[src/rtl/core/crfc_pkg.sv]
// Shared types, constants and helper functions of the LED ring frame composer.
`timescale 1ns / 1ps

package crfc_pkg;

  // Ring geometry
  localparam int RING_LEDS       = 60;
  localparam int LED_W           = 6;
  localparam int QUARTER_STEP    = 15;
  localparam int FIVE_STEP       = 5;
  localparam int HOURS_PER_FACE  = 12;
  localparam int HOUR_MAX        = 23;
  localparam int MINUTE_MAX      = 59;
  localparam logic [LED_W-1:0] LAST_LED = LED_W'(RING_LEDS - 1);

  // Hand spread limit, valid range 1 to 7
  localparam int HAND_HALF_WIDTH = 4;
  localparam int SPREAD_W        = 3;
  localparam int SPREAD_FIELD_W  = 2 * SPREAD_W;
  // Divisor codes run up to HAND_HALF_WIDTH + 1
  localparam int DIST_W          = $clog2(HAND_HALF_WIDTH + 2);

  // Data widths
  localparam int CH_W       = 8;
  localparam int NUM_CH     = 3;
  localparam int COLOR_W    = NUM_CH * CH_W;
  localparam int SPREADS_W  = 18;
  localparam int RECIP_SH   = 16;
  localparam int RECIP_W    = RECIP_SH + 1;
  localparam int PROD_W     = CH_W + RECIP_W;
  localparam int CFG_IDX_W  = 3;

  // Hand slots: same order as the spread fields
  localparam int NUM_HANDS  = 3;
  localparam int HAND_SEC   = 0;
  localparam int HAND_MIN   = 1;
  localparam int HAND_HOUR  = 2;

  // Minute to hour-step: m / 12 as (m * 43) >> 9, exact for m up to 59
  localparam int MIN12_MUL  = 43;
  localparam int MIN12_SH   = 9;

  typedef enum logic [CFG_IDX_W-1:0] {
    CFG_SEC_COLOR     = 3'd0,
    CFG_MIN_COLOR     = 3'd1,
    CFG_HOUR_COLOR    = 3'd2,
    CFG_SPREADS       = 3'd3,
    CFG_FIVE_COLOR    = 3'd4,
    CFG_QUARTER_COLOR = 3'd5
  } cfg_index_t;

  typedef enum logic [1:0] {
    MARK_NONE,
    MARK_FIVE,
    MARK_QUARTER
  } mark_t;

  typedef struct packed {
    logic [4:0]       hour;
    logic [LED_W-1:0] minute;
    logic [LED_W-1:0] second;
  } in_t;

  typedef struct packed {
    logic [LED_W-1:0] led_index;
    logic [CH_W-1:0]  red;
    logic [CH_W-1:0]  green;
    logic [CH_W-1:0]  blue;
    logic             last;
  } out_t;

  typedef struct packed {
    logic [COLOR_W-1:0]   sec_color;
    logic [COLOR_W-1:0]   min_color;
    logic [COLOR_W-1:0]   hour_color;
    logic [SPREADS_W-1:0] spreads;
    logic [COLOR_W-1:0]   five_color;
    logic [COLOR_W-1:0]   quarter_color;
  } cfg_t;

  // Sequencer stage: one LED of the frame
  typedef struct packed {
    logic                              valid;
    logic [LED_W-1:0]                  led;
    logic                              last;
    mark_t                             mark;
    logic [NUM_HANDS-1:0][LED_W-1:0]   centre;
  } s0_t;

  // Locate stage: per-hand reciprocal of the divisor, zero when the hand misses
  typedef struct packed {
    logic                              valid;
    logic [LED_W-1:0]                  led;
    logic                              last;
    mark_t                             mark;
    logic [NUM_HANDS-1:0][RECIP_W-1:0] recip;
  } s1_t;

  // Scale stage: per-hand scaled color
  typedef struct packed {
    logic                              valid;
    logic [LED_W-1:0]                  led;
    logic                              last;
    mark_t                             mark;
    logic [NUM_HANDS-1:0][COLOR_W-1:0] color;
  } s2_t;

  // Limit a 3-bit spread to the hand half width
  function automatic logic [SPREAD_W-1:0] clamp_spread(input logic [SPREAD_W-1:0] v);
    logic [SPREAD_W-1:0] r;
    r = v;
    if (v > SPREAD_W'(HAND_HALF_WIDTH)) r = SPREAD_W'(HAND_HALF_WIDTH);
    return r;
  endfunction

  // ceil(2^16 / d): (v * recip) >> 16 equals v / d for any 8-bit v
  function automatic logic [RECIP_W-1:0] recip_of(input logic [3:0] d);
    logic [RECIP_W-1:0] r;
    unique case (d)
      4'd1:    r = 17'd65536;
      4'd2:    r = 17'd32768;
      4'd3:    r = 17'd21846;
      4'd4:    r = 17'd16384;
      4'd5:    r = 17'd13108;
      4'd6:    r = 17'd10923;
      4'd7:    r = 17'd9363;
      4'd8:    r = 17'd8192;
      default: r = '0;
    endcase
    return r;
  endfunction

endpackage

[src/rtl/core/crfc_seq.sv]
// Frame sequencer: takes a time and issues LED positions 0 to 59, one per cycle while adv is high.
`timescale 1ns / 1ps

module crfc_seq (
  input  logic          clk,
  input  logic          rst_n,
  input  logic          adv,
  input  logic          in_valid,
  output logic          in_ready,
  input  crfc_pkg::in_t in_data,
  output crfc_pkg::s0_t s0
);
  import crfc_pkg::*;

  logic                             busy_r, busy_nxt;
  logic [LED_W-1:0]                 cnt_r, cnt_nxt;
  logic [2:0]                       ph5_r, ph5_nxt;
  logic [NUM_HANDS-1:0][LED_W-1:0]  centre_r, centre_nxt;

  logic             accept;
  logic             at_last;
  logic [4:0]       hour_sat;
  logic [3:0]       hour12;
  logic [LED_W-1:0] min_sat;
  logic [LED_W-1:0] sec_sat;
  logic [11:0]      min_prod;
  logic [2:0]       min_step;
  logic [LED_W-1:0] hour_pos;

  assign at_last  = (cnt_r == LAST_LED);
  assign in_ready = adv && (!busy_r || at_last);
  assign accept   = in_valid && in_ready;

  // Saturate the time and place the hour hand
  always_comb begin
    hour_sat = (in_data.hour > 5'(HOUR_MAX)) ? 5'(HOUR_MAX) : in_data.hour;
    min_sat  = (in_data.minute > LED_W'(MINUTE_MAX)) ? LED_W'(MINUTE_MAX) : in_data.minute;
    sec_sat  = (in_data.second > LED_W'(MINUTE_MAX)) ? LED_W'(MINUTE_MAX) : in_data.second;
    hour12   = (hour_sat >= 5'(HOURS_PER_FACE)) ? 4'(hour_sat - 5'(HOURS_PER_FACE))
                                                : 4'(hour_sat);
    min_prod = 12'(min_sat) * 12'(MIN12_MUL);
    min_step = 3'(min_prod >> MIN12_SH);
    hour_pos = LED_W'({hour12, 2'b00}) + LED_W'(hour12) + LED_W'(min_step);
  end

  // Advance the LED counter, load a new frame on accept
  always_comb begin
    busy_nxt   = busy_r;
    cnt_nxt    = cnt_r;
    ph5_nxt    = ph5_r;
    centre_nxt = centre_r;
    if (accept) begin
      busy_nxt             = 1'b1;
      cnt_nxt              = '0;
      ph5_nxt              = '0;
      centre_nxt[HAND_SEC]  = sec_sat;
      centre_nxt[HAND_MIN]  = min_sat;
      centre_nxt[HAND_HOUR] = hour_pos;
    end else if (adv && busy_r) begin
      if (at_last) begin
        busy_nxt = 1'b0;
      end else begin
        cnt_nxt = cnt_r + 1'b1;
        ph5_nxt = (ph5_r == 3'(FIVE_STEP - 1)) ? 3'd0 : ph5_r + 1'b1;
      end
    end
  end

  always_ff @(posedge clk) begin
    if (!rst_n) begin
      busy_r <= 1'b0;
    end else begin
      busy_r <= busy_nxt;
    end
    cnt_r    <= cnt_nxt;
    ph5_r    <= ph5_nxt;
    centre_r <= centre_nxt;
  end

  // Present the current LED with its marker class
  always_comb begin
    s0.valid  = busy_r;
    s0.led    = cnt_r;
    s0.last   = at_last;
    s0.centre = centre_r;
    if (cnt_r == '0 || cnt_r == LED_W'(QUARTER_STEP) ||
        cnt_r == LED_W'(2 * QUARTER_STEP) || cnt_r == LED_W'(3 * QUARTER_STEP)) begin
      s0.mark = MARK_QUARTER;
    end else if (ph5_r == '0) begin
      s0.mark = MARK_FIVE;
    end else begin
      s0.mark = MARK_NONE;
    end
  end

endmodule

[src/rtl/core/crfc_locate.sv]
// Locate stage: finds each hand's distance to the LED and picks the divisor.
`timescale 1ns / 1ps

module crfc_locate (
  input  logic           clk,
  input  logic           rst_n,
  input  logic           adv,
  input  crfc_pkg::cfg_t cfg,
  input  crfc_pkg::s0_t  s0,
  output crfc_pkg::s1_t  s1
);
  import crfc_pkg::*;

  s1_t s1_r, s1_nxt;

  always_comb begin
    logic [LED_W:0]      sum;
    logic [LED_W-1:0]    diff;
    logic [LED_W-1:0]    bdist;
    logic [SPREAD_W-1:0] sp_before;
    logic [SPREAD_W-1:0] sp_after;
    s1_nxt.valid = s0.valid;
    s1_nxt.led   = s0.led;
    s1_nxt.last  = s0.last;
    s1_nxt.mark  = s0.mark;
    for (int h = 0; h < NUM_HANDS; h++) begin
      sp_before = clamp_spread(cfg.spreads[h*SPREAD_FIELD_W +: SPREAD_W]);
      sp_after  = clamp_spread(cfg.spreads[h*SPREAD_FIELD_W + SPREAD_W +: SPREAD_W]);
      // Ring distance from centre to this LED, going forward
      sum = {1'b0, s0.led} + (LED_W+1)'(RING_LEDS) - {1'b0, s0.centre[h]};
      diff = (sum >= (LED_W+1)'(RING_LEDS)) ? LED_W'(sum - (LED_W+1)'(RING_LEDS))
                                            : LED_W'(sum);
      bdist = LED_W'(RING_LEDS) - diff;
      if (diff == '0) begin
        s1_nxt.recip[h] = recip_of(4'd1);
      end else if (diff <= LED_W'(sp_after)) begin
        s1_nxt.recip[h] = recip_of(4'(diff + 1'b1));
      end else if (bdist <= LED_W'(sp_before)) begin
        s1_nxt.recip[h] = recip_of(4'(bdist));
      end else begin
        s1_nxt.recip[h] = '0;
      end
    end
  end

  // Hold on stall
  always_ff @(posedge clk) begin
    if (!rst_n) begin
      s1_r.valid <= 1'b0;
    end else if (adv) begin
      s1_r.valid <= s1_nxt.valid;
    end
    if (adv) begin
      s1_r.led   <= s1_nxt.led;
      s1_r.last  <= s1_nxt.last;
      s1_r.mark  <= s1_nxt.mark;
      s1_r.recip <= s1_nxt.recip;
    end
  end

  assign s1 = s1_r;

endmodule

[src/rtl/core/crfc_scale.sv]
// Scale stage: divides each hand color by its divisor through reciprocal multiplies.
`timescale 1ns / 1ps

module crfc_scale (
  input  logic           clk,
  input  logic           rst_n,
  input  logic           adv,
  input  crfc_pkg::cfg_t cfg,
  input  crfc_pkg::s1_t  s1,
  output crfc_pkg::s2_t  s2
);
  import crfc_pkg::*;

  s2_t s2_r, s2_nxt;
  logic [NUM_HANDS-1:0][COLOR_W-1:0] hand_color;

  assign hand_color[HAND_SEC]  = cfg.sec_color;
  assign hand_color[HAND_MIN]  = cfg.min_color;
  assign hand_color[HAND_HOUR] = cfg.hour_color;

  always_comb begin
    logic [PROD_W-1:0] prod;
    s2_nxt.valid = s1.valid;
    s2_nxt.led   = s1.led;
    s2_nxt.last  = s1.last;
    s2_nxt.mark  = s1.mark;
    for (int h = 0; h < NUM_HANDS; h++) begin
      for (int c = 0; c < NUM_CH; c++) begin
        prod = PROD_W'(hand_color[h][c*CH_W +: CH_W]) * PROD_W'(s1.recip[h]);
        s2_nxt.color[h][c*CH_W +: CH_W] = prod[RECIP_SH +: CH_W];
      end
    end
  end

  // Hold on stall
  always_ff @(posedge clk) begin
    if (!rst_n) begin
      s2_r.valid <= 1'b0;
    end else if (adv) begin
      s2_r.valid <= s2_nxt.valid;
    end
    if (adv) begin
      s2_r.led   <= s2_nxt.led;
      s2_r.last  <= s2_nxt.last;
      s2_r.mark  <= s2_nxt.mark;
      s2_r.color <= s2_nxt.color;
    end
  end

  assign s2 = s2_r;

endmodule

[src/rtl/core/clock_ring_frame_composer.sv]
// Top level of the LED ring frame composer: config registers, pipeline and output merge.
`timescale 1ns / 1ps

// Usage
//   Input channel (in_valid/in_ready/in_data): one time of day per transaction.
//   Result channel (out_valid/out_ready/out_data): 60 transactions per time, one per
//   ring LED in order 0 to 59, carrying led_index, red, green, blue and last (set on 59).
//   Config port (cfg_we/cfg_index/cfg_data): single-cycle register writes; write only
//   while no frame is in flight.
// Path: LED 0 goes from the sequencer via the locate and scale registers to out_data.
// Throughput: one LED per cycle unless stalled. The sequencer counter sets this;
//   the next time is accepted in the cycle LED 59 of the current frame is issued.
// Pipeline: sequencer, locate (distance and divisor), scale (reciprocal multiply),
//   merge into the output register. All stages advance together when the output
//   register is empty or being taken.
// Stall: when out_ready is low with a result held, every stage holds; no LED is lost
//   or repeated, and in_ready drops.
// Reset: rst_n is synchronous, active low; clears all valid bits and loads the default
//   hand and marker colors and spreads.
module clock_ring_frame_composer (
  input  logic                                 clk,
  input  logic                                 rst_n,
  input  logic                                 in_valid,
  output logic                                 in_ready,
  input  crfc_pkg::in_t                        in_data,
  output logic                                 out_valid,
  input  logic                                 out_ready,
  output crfc_pkg::out_t                       out_data,
  input  logic                                 cfg_we,
  input  logic [crfc_pkg::CFG_IDX_W-1:0]       cfg_index,
  input  logic [crfc_pkg::COLOR_W-1:0]         cfg_data
);
  import crfc_pkg::*;

  cfg_t cfg_r;
  s0_t  s0;
  s1_t  s1;
  s2_t  s2;
  logic adv;
  logic out_valid_r;
  out_t out_r, out_nxt;

  // Advance the whole pipeline when the output register frees up
  assign adv = !out_valid_r || out_ready;

  // Configuration registers
  always_ff @(posedge clk) begin
    if (!rst_n) begin
      cfg_r.sec_color     <= 24'h0A0000;
      cfg_r.min_color     <= 24'h000A00;
      cfg_r.hour_color    <= 24'h00000F;
      cfg_r.spreads       <= 18'd74304;
      cfg_r.five_color    <= 24'h010101;
      cfg_r.quarter_color <= 24'h020200;
    end else if (cfg_we) begin
      unique case (cfg_index_t'(cfg_index))
        CFG_SEC_COLOR:     cfg_r.sec_color     <= cfg_data;
        CFG_MIN_COLOR:     cfg_r.min_color     <= cfg_data;
        CFG_HOUR_COLOR:    cfg_r.hour_color    <= cfg_data;
        CFG_SPREADS:       cfg_r.spreads       <= cfg_data[SPREADS_W-1:0];
        CFG_FIVE_COLOR:    cfg_r.five_color    <= cfg_data;
        CFG_QUARTER_COLOR: cfg_r.quarter_color <= cfg_data;
        default: ;
      endcase
    end
  end

  crfc_seq u_seq (
    .clk      (clk),
    .rst_n    (rst_n),
    .adv      (adv),
    .in_valid (in_valid),
    .in_ready (in_ready),
    .in_data  (in_data),
    .s0       (s0)
  );

  crfc_locate u_locate (
    .clk   (clk),
    .rst_n (rst_n),
    .adv   (adv),
    .cfg   (cfg_r),
    .s0    (s0),
    .s1    (s1)
  );

  crfc_scale u_scale (
    .clk   (clk),
    .rst_n (rst_n),
    .adv   (adv),
    .cfg   (cfg_r),
    .s1    (s1),
    .s2    (s2)
  );

  // Merge markers and hands into one color
  always_comb begin
    logic [COLOR_W-1:0] rgb;
    unique case (s2.mark)
      MARK_QUARTER: rgb = cfg_r.quarter_color;
      MARK_FIVE:    rgb = cfg_r.five_color;
      default:      rgb = '0;
    endcase
    for (int h = 0; h < NUM_HANDS; h++) begin
      rgb = rgb | s2.color[h];
    end
    out_nxt.led_index = s2.led;
    out_nxt.red       = rgb[2*CH_W +: CH_W];
    out_nxt.green     = rgb[CH_W +: CH_W];
    out_nxt.blue      = rgb[0 +: CH_W];
    out_nxt.last      = s2.last;
  end

  // Output register
  always_ff @(posedge clk) begin
    if (!rst_n) begin
      out_valid_r <= 1'b0;
    end else if (adv) begin
      out_valid_r <= s2.valid;
    end
    if (adv) begin
      out_r <= out_nxt;
    end
  end

  assign out_valid = out_valid_r;
  assign out_data  = out_r;

`ifndef ASSERT_OFF
  // The flagged LED is always the last ring position
  a_last_index: assert property (@(posedge clk) disable iff (!rst_n)
    out_valid && out_data.last |-> out_data.led_index == LAST_LED)
    else $error("last flag on wrong LED");

  // Inside a frame the next LED follows at once
  a_frame_seq: assert property (@(posedge clk) disable iff (!rst_n)
    out_valid && out_ready && !out_data.last |=>
      out_valid && out_data.led_index == $past(out_data.led_index) + 1'b1)
    else $error("LED sequence broken inside a frame");

  // No new time is taken while a frame is still being issued
  a_no_early_accept: assert property (@(posedge clk) disable iff (!rst_n)
    s0.valid && !s0.last |-> !in_ready)
    else $error("input accepted mid-frame");
`endif

endmodule

[config.mk]
export PLATFORM = sky130hd
export DESIGN_NAME = clock_ring_frame_composer
export DESIGN_NICKNAME = d
export VERILOG_FILES = /design/src/rtl/core/crfc_pkg.sv /design/src/rtl/core/crfc_seq.sv /design/src/rtl/core/crfc_locate.sv /design/src/rtl/core/crfc_scale.sv /design/src/rtl/core/clock_ring_frame_composer.sv
export SDC_FILE = /design/constraint.sdc
export NUM_CORES = 2
export LEC_CHECK = 0
export BUFFER_PORTS_ARGS = -buffer_cell sky130_fd_sc_hd__buf_2
export CORE_ASPECT_RATIO = 1.5
export CORE_MARGIN = 8
export CORE_UTILIZATION = 50
export DETAILED_ROUTE_END_ITERATION = 10
export PLACE_DENSITY = 0.66
export SLEW_MARGIN = 20
export SYNTH_ARGS = -nofsm -noshare
export SYNTH_HDL_FRONTEND = slang
export SYNTH_SLANG_ARGS = --single-unit
[constraint.sdc]
create_clock -name clk -period 18.9 [get_ports clk]
set_clock_uncertainty 0.2 [all_clocks]
set_input_delay 1.89 -clock clk [delete_from_list [all_inputs] [get_ports clk]]
set_output_delay 1.89 -clock clk [all_outputs]
set_load 0.05 [all_outputs]
==> impl_summary.log <==
INFO  metric p_sw = 1500 uW
INFO  metric leakagePower = approximately 0.023 uW
INFO  metric tritoncts = done
INFO  metric post-route-worst-setup-slack = about 12 ns
INFO  metric overflow = 0
INFO  metric hold_violations = 0
INFO  metric first_global_vias = 36700
INFO  metric post-cts-setup-buffers = 0
INFO  metric detailroute.via_count = 34100
INFO  metric synthToLayoutAreaGrowth = 5.61%
INFO  metric final.period_utilization = 0.342
INFO  metric hold_depth = 0
INFO  metric timing.reg2reg.worst_path_depth = 17
INFO  metric synth_largest_area_cell = fa_1
INFO  metric async_reset_ff_frac = 0
INFO  metric finalNetCount = 6392
INFO  metric internal_power = 1870 uW
INFO  metric power.sequential.fraction = 0.281
INFO  metric tritoncts.num_buffers = 35
INFO  metric drt_wl_total = 120000 um
INFO  metric timing.critical_path.buf_inv = 1
INFO  metric synth_seq_area_share = 0.174
INFO  metric p_sw_frac = 0.445
INFO  metric dr.first_iter.drc_count = approximately 1900
INFO  metric gp_routability_congestion = ~0.9
INFO  metric grt_max_degree = ~110
INFO  metric critPathRequiredTime = 19.01 ns
INFO  metric rows = 138
INFO  metric postCtsResizedCells = 0
INFO  metric p_clk_frac = 0.217
INFO  metric fmax = 155 MHz
INFO  metric critical-path-top-delay-family = compound AO/OA/AOI/OAI gates
INFO  metric path_cells = nand2_1 > fa_1 > fa_1 > fa_1 > fa_1 > inv_1 > ha_1 > a21o_1 > a21o_1 > a21oi_1 > nor2b_1 > a311oi_1 > o21ai_0 > a31oi_1 > o2111ai_1 > a21oi_1 > xnor2_1
INFO  metric finalNonFillerCells = around 6400
INFO  metric worstSetupPathDepth = 17
INFO  metric ant_nets = 0
INFO  metric detail_route.drc_violations = 0
INFO  metric cp_max_fo = 24
INFO  metric arrival = 6.58 ns
INFO  metric commonest_cells_after_routing_fill_and_taps_aside = 1055 x inv_1, 841 x nand2_1, 801 x fa_1, 469 x ha_1, 377 x and2_1
INFO  metric post_drt_wl_per_cell = roughly 19 um
INFO  metric yosys-top-cells-area = fa_1 34%, ha_1 12%, edfxtp_1 11%
INFO  metric run_status = finished, final reports clean
INFO  metric setup_viol = 0
INFO  metric synth-seq-cells = 326
INFO  metric die_x = ~270 um
INFO  metric clock_path_buffers = 3
INFO  metric synth.lib_cells_used.distinct = 91
INFO  metric worst_pin_slew = 1.13 ns
INFO  metric clockRootBuffer = clkbuf_16
INFO  metric critPathMostFrequentCell = fa_1
INFO  metric ios = 82
INFO  metric synth_ff_type = edfxtp_1
INFO  metric slew_headroom = 0.250
INFO  metric clock-sinks = 326
INFO  metric global_route_wire_length_before_repair = 196000 um
INFO  metric drt-pass1-iter-count = 5
INFO  metric final_critical_delay_including_setup_and_external_delays = 6.47 ns
INFO  metric worst_path_largest_cell_delay = 1.00 ns
INFO  metric syn_nets = 6448
INFO  metric clock_tree.htree_level_count = 2
INFO  metric critical_path_class = flop to flop
INFO  metric yosys_warnings = 0
INFO  metric detail_route.vias_per_cell = 5.36
INFO  metric floorplan.initialDensity = 0.504
INFO  metric share_of_cells_above_drive_strength_1 = 0.0431
INFO  metric post-synth-top-area-fraction = 0.337
INFO  metric grt_usage = 0.233
INFO  metric irDropWorstVdd = between 0.00007 and 0.00008 V
INFO  metric synthesis.instances = 5129
INFO  metric final_max_tran_viols = 0
INFO  metric preCtsSetupSlack = 11.83 ns
INFO  metric place.port_buffers = 81
INFO  metric floorplan.die_area = between 0.1 and 0.15 mm^2
INFO  metric cts.hold.buffers_added = 0
INFO  metric clkTransAtPathRegs = 0.07 ns
INFO  metric synthesis.area = 0.0476 mm^2
INFO  metric syn_area_per_cell = 9.28 um^2
INFO  metric inst_count_dp = 6296
INFO  metric maxCapViolCount = 0
INFO  metric hold-worst-slack = between 0.2 and 0.25 ns
INFO  metric pwr_density_cell = 66.9 mW/mm^2
INFO  metric grt_antenna_before_repair = 8
INFO  metric rsz0062_at_grt = false
INFO  metric insertion_delay = 0.57 ns
INFO  metric setup_total_negative_slack = 0 ns
INFO  metric p_comb_frac = 0.503
INFO  metric worst_setup_path_start_kind = flop
INFO  metric min_path_type = flop to flop
INFO  metric cpMaxStageDelayCell = edfxtp_1
INFO  metric most_common_cell_after_layout_fill_and_taps_aside = inv_1
INFO  metric synth_enable_flop_cells = approximately 180
INFO  metric die_h = between 300 and 400 um
INFO  metric worst_setup_path_end_kind = flop
INFO  metric dp_hpwl = approximately 96000 um
INFO  metric core_area = between 0.09 and 0.1 mm^2
[through the flow]
step           area (um^2)  power, uW   util
6_report             50300       3360  0.532
5_1_grt              50300       3600  0.532
4_1_cts              50300       3380  0.532
3_5_place_dp         49100       2640  0.520
3_3_place_gp         49100       2610  0.520
2_1_floorplan        47600       2160      -
[synth_stat cells, drive strengths merged, types with 27 or more instances]
cell	instances
o21ai	89
fa	801
dfxtp	151
nor3	50
and2	378
a21o	43
a21oi	107
edfxtp	175
nor2	103
nand2	841
a22oi	27
a21boi	130
ha	469
xnor2	98
nor2b	35
nand3	59
xor2	35
inv	1056
clkbuf	201
[final timing paths]
check,to,from,slack (ns)
worst max-delay path,u_scale.s2[39],u_locate.s1[28],12.43
worst min-delay path,u_scale.s2[75],u_locate.s1[54],0.22
worst min register to register,u_scale.s2[75],u_locate.s1[54],0.22
worst max register to register,u_scale.s2[39],u_locate.s1[28],12.43
[cells by family (layout without fill, tap and decap cells)]
group	Yosys count	after routing	synth area share
AO/OA/AOI/OAI	564	564	0.0840
XOR/XNOR	133	133	0.0251
adder cells (fa/ha/maj)	1270	1270	0.460
buffers and inverters	1266	1237	0.100
flip-flops	326	326	0.174
multiplexers	12	12	0.00313
other	0	5	0
AND/OR/NAND/NOR	1558	1558	0.154
[layout make-up]
| cell class | instances | area [um^2] |
|---|---|---|
| fillers | 8664 | 44200 |
| inverters | 1056 | 3970 |
| flip-flops and latches | 326 | 8280 |
| repair buffers | 117 | 678 |
| clock buffers | 48 | 976 |
| multi-input cells | 3537 | 34600 |
| well taps | 1260 | 1580 |
| diodes | 5 | 12.5 |
| clock inverters | 16 | 206 |
[sequential cells by signal (all words and copies together) (netlist names)]
register	count
u_scale.s2	82
cfg_r	138
out_data	31
u_seq.ph5_r	3
u_seq.cnt_r	6
u_locate.s1	46
u_seq.s0	18
out_valid	1
u_seq.busy_r	1
[metal layers]
layer,track usage,vias to the layer above,wire [um]
li1,-,15800,-
met1,0.274,17100,46600
met2,0.419,895,62100
met3,0.0225,312,5020
met4,0.116,2,6710
met5,0,-,13
[power by group through the flow]
stage          clock network, uW  logic (uW)  registers, uW
2_1_floorplan                  0        1210            944
3_3_place_gp                   0        1650            955
3_5_place_dp                   0        1680            957
4_1_cts                      742        1700            941
5_1_grt                      765        1890            951
6_report                     728        1690            944
Note: power is estimated with default switching activity, not from simulation.
